`src/hw/rtl/scg_pkg.sv`:
```
// Shared constants for the selectable CRC generator.
// No dependencies; imported by scg_poly_sel, scg_byte_step and the top level.
package scg_pkg;

	localparam int BYTE_W = 8;
	localparam int CRC_W  = 32;
	localparam int DEG_W  = 6;

	// Degree register reset value
	localparam logic [DEG_W-1:0] DEG_RESET = 6'd3;

	// Degrees with fixed generators
	localparam logic [DEG_W-1:0] DEG_CRC3  = 6'd3;
	localparam logic [DEG_W-1:0] DEG_CRC8  = 6'd8;
	localparam logic [DEG_W-1:0] DEG_CRC10 = 6'd10;
	localparam logic [DEG_W-1:0] DEG_CRC16 = 6'd16;
	localparam logic [DEG_W-1:0] DEG_CRC32 = 6'd32;

	// Generators without the x^d term
	localparam logic [63:0] GEN_CRC3  = 64'h3;
	localparam logic [63:0] GEN_CRC8  = 64'h07;
	localparam logic [63:0] GEN_CRC10 = 64'h235;
	localparam logic [63:0] GEN_CRC16 = 64'h1021;
	localparam logic [63:0] GEN_CRC32 = 64'h04C1_1DB7;
	// x^d + x + 1 for all other degrees
	localparam logic [63:0] GEN_TRINOMIAL = 64'h3;

endpackage

```
`src/hw/rtl/scg_poly_sel.sv`:
```
// Degree register and polynomial decode for the selectable CRC generator.
// Depends on scg_pkg. Produces width mask, generator and msb select.
module scg_poly_sel import scg_pkg::*; #(
	parameter int MAX_DEGREE = 32
) (
	input  logic                  clk,
	input  logic                  arst_n,
	input  logic                  cfg_wr,
	input  logic [DEG_W-1:0]      cfg_degree,
	output logic [MAX_DEGREE-1:0] mask_q,
	output logic [MAX_DEGREE-1:0] gen_q,
	output logic [MAX_DEGREE-1:0] top_sel_q
);

	logic [DEG_W-1:0]      eff_deg;
	logic [63:0]           gen_full;
	logic [MAX_DEGREE-1:0] mask_d;
	logic [MAX_DEGREE-1:0] gen_d;
	logic [MAX_DEGREE-1:0] top_sel_d;

	// zero reads as one, above MAX_DEGREE saturates
	always_comb begin
		if (cfg_degree == '0) begin
			eff_deg = DEG_W'(1);
		end else if (int'(cfg_degree) > MAX_DEGREE) begin
			eff_deg = DEG_W'(MAX_DEGREE);
		end else begin
			eff_deg = cfg_degree;
		end
	end

	always_comb begin
		for (int i = 0; i < MAX_DEGREE; i++) begin
			mask_d[i]    = (i < int'(eff_deg));
			top_sel_d[i] = (i == int'(eff_deg) - 1);
		end
	end

	always_comb begin
		case (eff_deg)
			DEG_CRC3:  gen_full = GEN_CRC3;
			DEG_CRC8:  gen_full = GEN_CRC8;
			DEG_CRC10: gen_full = GEN_CRC10;
			DEG_CRC16: gen_full = GEN_CRC16;
			DEG_CRC32: gen_full = GEN_CRC32;
			default:   gen_full = GEN_TRINOMIAL;
		endcase
		gen_d = MAX_DEGREE'(gen_full) & mask_d;
	end

	// reset state decodes degree 3: x^3+x+1
	always_ff @(posedge clk or negedge arst_n) begin
		if (!arst_n) begin
			mask_q    <= MAX_DEGREE'(7);
			gen_q     <= MAX_DEGREE'(GEN_CRC3);
			top_sel_q <= MAX_DEGREE'(4);
		end else if (cfg_wr) begin
			mask_q    <= mask_d;
			gen_q     <= gen_d;
			top_sel_q <= top_sel_d;
		end
	end

	a_top_onehot: assert property (@(posedge clk) disable iff (!arst_n)
		$onehot(top_sel_q))
		else $error("msb select not one-hot");
	a_top_in_mask: assert property (@(posedge clk) disable iff (!arst_n)
		(top_sel_q & mask_q) == top_sel_q && (mask_q & ~(top_sel_q - 1'b1)) == top_sel_q)
		else $error("msb select is not the top bit of the mask");
	a_gen_in_mask: assert property (@(posedge clk) disable iff (!arst_n)
		(gen_q & ~mask_q) == '0 && gen_q[0])
		else $error("generator outside width or missing constant term");

endmodule

```
`src/hw/rtl/scg_byte_step.sv`:
```
// One byte of MSB-first CRC division, eight shift/XOR steps unrolled.
// Depends on scg_pkg. Pure combinational logic.
module scg_byte_step import scg_pkg::*; #(
	parameter int MAX_DEGREE = 32
) (
	input  logic [MAX_DEGREE-1:0] rem_in,
	input  logic [BYTE_W-1:0]     data,
	input  logic [MAX_DEGREE-1:0] mask,
	input  logic [MAX_DEGREE-1:0] gen,
	input  logic [MAX_DEGREE-1:0] top_sel,
	output logic [MAX_DEGREE-1:0] rem_out
);

	logic [MAX_DEGREE-1:0] rem;
	logic                  fb;

	always_comb begin
		rem = rem_in & mask;
		fb  = 1'b0;
		for (int b = BYTE_W - 1; b >= 0; b--) begin
			fb  = (|(rem & top_sel)) ^ data[b];
			rem = (rem << 1) & mask;
			if (fb) begin
				rem = rem ^ gen;
			end
		end
		rem_out = rem;
	end

endmodule

```
`src/hw/rtl/selectable_crc_generator.sv`:
```
// Selectable CRC generator, top level.
// Depends on scg_pkg, scg_poly_sel and scg_byte_step.
//
// Usage:
//   Input channel (in_valid / in_stall): one message byte per request,
//   data_byte fed MSB first, last_byte marks the end of the message.
//   Output channel (out_valid / out_stall): one request per message,
//   crc_remainder holding the remainder, low d bits valid, rest zero.
//   Config channel (cfg_valid / cfg_ready): poly_degree sets d; write only
//   while no message is in flight. cfg_ready is always high.
//   Degrees 3, 8, 10, 16, 32 use fixed generators, others x^d+x+1;
//   0 acts as 1, values above MAX_DEGREE saturate.
// Timing:
//   One byte per cycle sustained while no final byte is held (see Stall).
//   A byte is registered in the input stage, then folded into the running
//   remainder by the unrolled 8-step shift/XOR network as it leaves that
//   stage; for a final byte the result register loads then and drives the output.
// Stall:
//   Only a final byte waits on the output. While the result register is
//   full and stalled, a held last byte backs up and in_stall goes high;
//   non-final bytes keep flowing.
// Reset:
//   Degree returns to 3, running remainder clears, both channels empty.
module selectable_crc_generator import scg_pkg::*; #(
	parameter int MAX_DEGREE = 32
) (
	input  logic               clk,
	input  logic               arst_n,
	// configuration
	input  logic               cfg_valid,
	output logic               cfg_ready,
	input  logic [DEG_W-1:0]   poly_degree,
	// message bytes
	input  logic               in_valid,
	output logic               in_stall,
	input  logic [BYTE_W-1:0]  data_byte,
	input  logic               last_byte,
	// remainders
	output logic               out_valid,
	input  logic               out_stall,
	output logic [CRC_W-1:0]   crc_remainder
);

	logic [MAX_DEGREE-1:0] mask_q;
	logic [MAX_DEGREE-1:0] gen_q;
	logic [MAX_DEGREE-1:0] top_sel_q;

	// input stage
	logic                  valid_s1;
	logic [BYTE_W-1:0]     data_s1;
	logic                  last_s1;

	// running remainder and result register
	logic [MAX_DEGREE-1:0] rem_q;
	logic [MAX_DEGREE-1:0] rem_next;
	logic                  out_valid_q;
	logic [CRC_W-1:0]      crc_q;

	logic                  out_free;
	logic                  adv_s1;
	logic                  in_take;

	assign cfg_ready = 1'b1;

	scg_poly_sel #(
		.MAX_DEGREE(MAX_DEGREE)
	) u_poly_sel (
		.clk        (clk),
		.arst_n     (arst_n),
		.cfg_wr     (cfg_valid && cfg_ready),
		.cfg_degree (poly_degree),
		.mask_q     (mask_q),
		.gen_q      (gen_q),
		.top_sel_q  (top_sel_q)
	);

	scg_byte_step #(
		.MAX_DEGREE(MAX_DEGREE)
	) u_byte_step (
		.rem_in  (rem_q),
		.data    (data_s1),
		.mask    (mask_q),
		.gen     (gen_q),
		.top_sel (top_sel_q),
		.rem_out (rem_next)
	);

	// a non-final byte never needs the output slot
	assign out_free = !out_valid_q || !out_stall;
	assign adv_s1   = valid_s1 && (!last_s1 || out_free);
	assign in_stall = valid_s1 && !adv_s1;
	assign in_take  = in_valid && !in_stall;

	always_ff @(posedge clk or negedge arst_n) begin
		if (!arst_n) begin
			valid_s1 <= 1'b0;
		end else if (in_take) begin
			valid_s1 <= 1'b1;
		end else if (adv_s1) begin
			valid_s1 <= 1'b0;
		end
	end

	always_ff @(posedge clk) begin
		if (in_take) begin
			data_s1 <= data_byte;
			last_s1 <= last_byte;
		end
	end

	// remainder clears after a final byte
	always_ff @(posedge clk or negedge arst_n) begin
		if (!arst_n) begin
			rem_q <= '0;
		end else if (adv_s1) begin
			rem_q <= last_s1 ? '0 : rem_next;
		end
	end

	always_ff @(posedge clk or negedge arst_n) begin
		if (!arst_n) begin
			out_valid_q <= 1'b0;
		end else if (out_free) begin
			out_valid_q <= adv_s1 && last_s1;
		end
	end

	always_ff @(posedge clk) begin
		if (adv_s1 && last_s1) begin
			crc_q <= CRC_W'(rem_next);
		end
	end

	assign out_valid     = out_valid_q;
	assign crc_remainder = crc_q;

	a_stall_needs_item: assert property (@(posedge clk) disable iff (!arst_n)
		in_stall |-> valid_s1 && last_s1 && out_valid_q && out_stall)
		else $error("input stalled without a blocked final byte");
	a_rem_cleared: assert property (@(posedge clk) disable iff (!arst_n)
		adv_s1 && last_s1 |=> rem_q == '0)
		else $error("running remainder not cleared after final byte");
	a_result_from_last: assert property (@(posedge clk) disable iff (!arst_n)
		$rose(out_valid_q) |-> $past(adv_s1 && last_s1))
		else $error("result appeared without a final byte");
	a_no_overwrite: assert property (@(posedge clk) disable iff (!arst_n)
		out_valid_q && out_stall |=> out_valid_q && $stable(crc_q))
		else $error("pending result overwritten");

endmodule

```
`config.mk`:
```
export PLATFORM = sky130hd
export DESIGN_NAME = selectable_crc_generator
export DESIGN_NICKNAME = d
export VERILOG_FILES = /design/src/hw/rtl/scg_pkg.sv /design/src/hw/rtl/scg_poly_sel.sv /design/src/hw/rtl/scg_byte_step.sv /design/src/hw/rtl/selectable_crc_generator.sv
export SDC_FILE = /design/constraint.sdc
export NUM_CORES = 1
export LEC_CHECK = 0
export ABC_AREA = 0
export BUFFER_PORTS_ARGS = -buffer_cell sky130_fd_sc_hd__buf_4
export CORE_AREA = 4 4 187 189
export DETAILED_ROUTE_END_ITERATION = 10
export DIE_AREA = 0 0 191 193
export PLACE_DENSITY = 0.55
export SLEW_MARGIN = 20
export SYNTH_ARGS = -nofsm -noshare
export SYNTH_HDL_FRONTEND = slang
export SYNTH_SLANG_ARGS = --single-unit
```
`constraint.sdc`:
```
create_clock -name clk -period 11.93 [get_ports clk]
set_input_delay 1.193 -clock clk [delete_from_list [all_inputs] [get_ports clk]]
set_output_delay 1.193 -clock clk [all_outputs]
set_load 0.05 [all_outputs]
```
==> impl_results.md <==
- Layout cells sized above 1: 0.309
- Total Power: 3.01 mW
- Setup WS post-layout: -0.269 ns
- Initial antenna violation count: 2
- Slew @ Worst Pin: 0.989 ns
- Final ANT Viol Nets: 0
- Std-Cell Rows: 67
- Crit path from: rem_q[24]
- Synth-to-Final Area Change: 35.2%
- CP bufs+invs: 9
- Final HPWL DP: 56800 um
- Num CTS Buffers: 17
- Number of flops mapped to enable cells by yosys: 41
- DP Cell Count: 2337
- Hold Path Class: reg2reg
- Final Hold Fails: 0
- Pwr Density: 168 nW/um^2
- WL final: 74300 um
- Clk slew on worst S/H paths: 0.08 ns
- Max-cap violations: 0
- WS Path Type: reg2reg
- Wire per inst: 30.6 um
- Most used cell along the critical path: buf_6
- Crit path required time: 12.14 ns
- Share of the yosys chip area belonging to registers: 0.306
- Skew-Pair Late Insertion Delay: 0.47 ns
- Critical path peak fanout: 11
- Routability Congestion: 1.08
- Pre-CTS setup slack: -0.975 ns
- Primary FF master, synth: dfrtp_1
- Clock skew: 0.0154 ns
- Core Util, Final: 0.537
- CP Launch Type: flop
- Final setup viols: 30
- GR Overflow Total: 0
- Port Buffers: 53
- Die width: 191 um
- Min-delay src: out_valid
- Die Y: 193 um
- Post-synthesis register bit count: 153
- CP max-delay cell: or4_4
- First-pass GRT wire length: 102000 um
- Initial core utilization: 0.397
- Via Count: 15400
- Period utilisation layout: 1.02
- Final min period: 12.20 ns
- CP endpoint kind: flop
- Global Route Usage Sum: 0.389
- Largest net degree at the start of global routing: 68
- Synth area leaders: dfrtp_1 20%, edfxtp_1 9.3%, nand2_1 6.8%
- I/O pin count: 55
- DRT Pass-1 Iters: 8
- Cells after Synth: 1656
- Critical path's largest stage delay: 0.60 ns
- CTS H-tree lvls: 4
- Die Area: 36900 um^2
- Max Slew Vio Count: 0
- Family with the most delay on the worst path: simple AND/OR/NAND/NOR gates
- Root Buffer: clkbuf_16
- Synth top area share: 0.203
- Yosys cell types: 84
- Setup TNS Final: -5.17 ns
- Async set-reset flop share out of synthesis: 0.732
- Netlist Area Pre-Place: 13200 um^2
- CTS sink cnt: 153
- R2R cell count: 45
- Fmax: 82.0 MHz
- Worst EP arrival: 12.41 ns
- Worst r2r src: rem_q[24]
- Number of global-route vias before repair: 14100
- Lkg Pwr: 7.58 nW
- Post-synthesis net count: 1676
- Worst slew margin: 0.339
- Total stage count of the critical path: 45
- Residual DRC: 0
- Core footprint: 33300 um^2
- CTS Buffer Depth: 2
- Status: finished, violations left
- WHS Path Cells: 1
- Yosys top cell by area: dfrtp_1
- Final net count: 1984
- Avg Cell Area, Syn: 7.98 um^2
- Failing checks: negative setup slack
- RSZ-0062 raised after global routing: true
- CTS tree: built
- Post-Layout Cell Count: 2426
- Via density: 6.35
- VDD IR max: 119 uV
- Synth Warn #: 0
- Starting DRC count in detailed routing: 1964
-- through the flow --
stage	hold slack, ns	cell area [um^2]
after detailed placement	0.534	16000
final	0.548	17900
after CTS	0.550	17000
after floorplan	0.474	13200
after global placement	0.513	16000
after global routing	0.584	17900
-- layout by cell type, fill, tap and decap left out, types with 34 or more instances in the layout --
cell type,synthesis,routed
nand4_1,48,48
o22ai_1,39,39
nand3_1,90,90
buf_4,8,371
nand2b_1,66,66
dfrtp_1,107,95
xnor2_1,63,59
and3_1,51,46
nand2_1,240,235
a21oi_1,61,55
nor3_1,39,35
inv_1,53,53
xor2_1,39,34
mux2i_1,61,41
edfxtp_1,41,41
nor2_1,101,99
o21ai_0,58,56
-- sequential cells by signal, summed over array words and instances (netlist names) --
register and cells:
rem_q 32, crc_remainder 32, data_s1 8, u_poly_sel.gen_q 14, u_poly_sel.top_sel_q 32, last_s1 1
u_poly_sel.mask_q 32, out_valid 1, valid_s1 1
-- cell type report --
class	instances	area (um^2)
antenna	1	2.50
clock buffer	18	429
sequential	153	4060
inverter	55	206
multi-input combinational	1326	9090
fill	3227	15400
tap	448	561
clock inverter	14	159
timing repair buffer	411	3360
-- cells by family after synthesis --
kind of cell,after synthesis,synth area share
buffers and inverters,178,0.0582
multiplexers,91,0.0721
flip-flops,153,0.306
other,1,0.000284
AND/OR/NAND/NOR,762,0.297
XOR/XNOR,104,0.0701
AO/OA/AOI/OAI,367,0.197
-- synth_stat cells (all sizes together) (10+ instances only) --
library cell	number
and2	37
a32oi	10
nand2b	66
a31oi	23
or3	19
nor2	102
and4	12
and3	51
mux2i	61
nor2b	14
o22ai	39
xor2	39
nand3	90
buf	32
dfrtp	107
a21oi	61
o21ai	72
nand4	48
nor3	39
nor4	15
edfxtp	41
o221ai	11
mux2	30
a22o	20
o21a	11
nand2	242
clkbuf	91
o2111ai	15
a211oi	11
a211o	12
inv	55
xnor2	65
a2111oi	19
-- power breakdown --
part,internal (mW),total (mW),switching (mW)
Sequential,0.618,0.714,0.0963
Combinational,0.717,1.72,0.998
Clock,0.315,0.580,0.266
-- timing repair --
action / 4_1_cts / 5_1_grt
pin swaps: 15 / 58
endpoints found under the setup margin: 30 / 31
buffers inserted: 13 / 35
gates cloned: 3 / 5
gates resized for setup: 40 / 125
endpoints found under the hold margin: 0 / 0
hold buffers: 0 / 0
-- final timing paths --
path	end	slack [ns]
worst max-delay path	crc_remainder[26]	-0.27
worst min-delay path	out_valid	0.55
worst max register to register	crc_remainder[26]	-0.27
worst min register to register	out_valid	0.55
max in group asynchronous	u_poly_sel.top_sel_q[17]	9.69
min in group asynchronous	rem_q[10]	0.77
-- per-layer routing --
layer | track usage | vias to the layer above | share of wire
li1 | - | 6679 | -
met1 | 0.550 | 7578 | 0.43
met2 | 0.568 | 958 | 0.42
met3 | 0.0963 | 192 | 0.11
met4 | 0.165 | 2 | 0.048
met5 | 0 | - | 0.00011
Power figures use the tool's default switching activity.
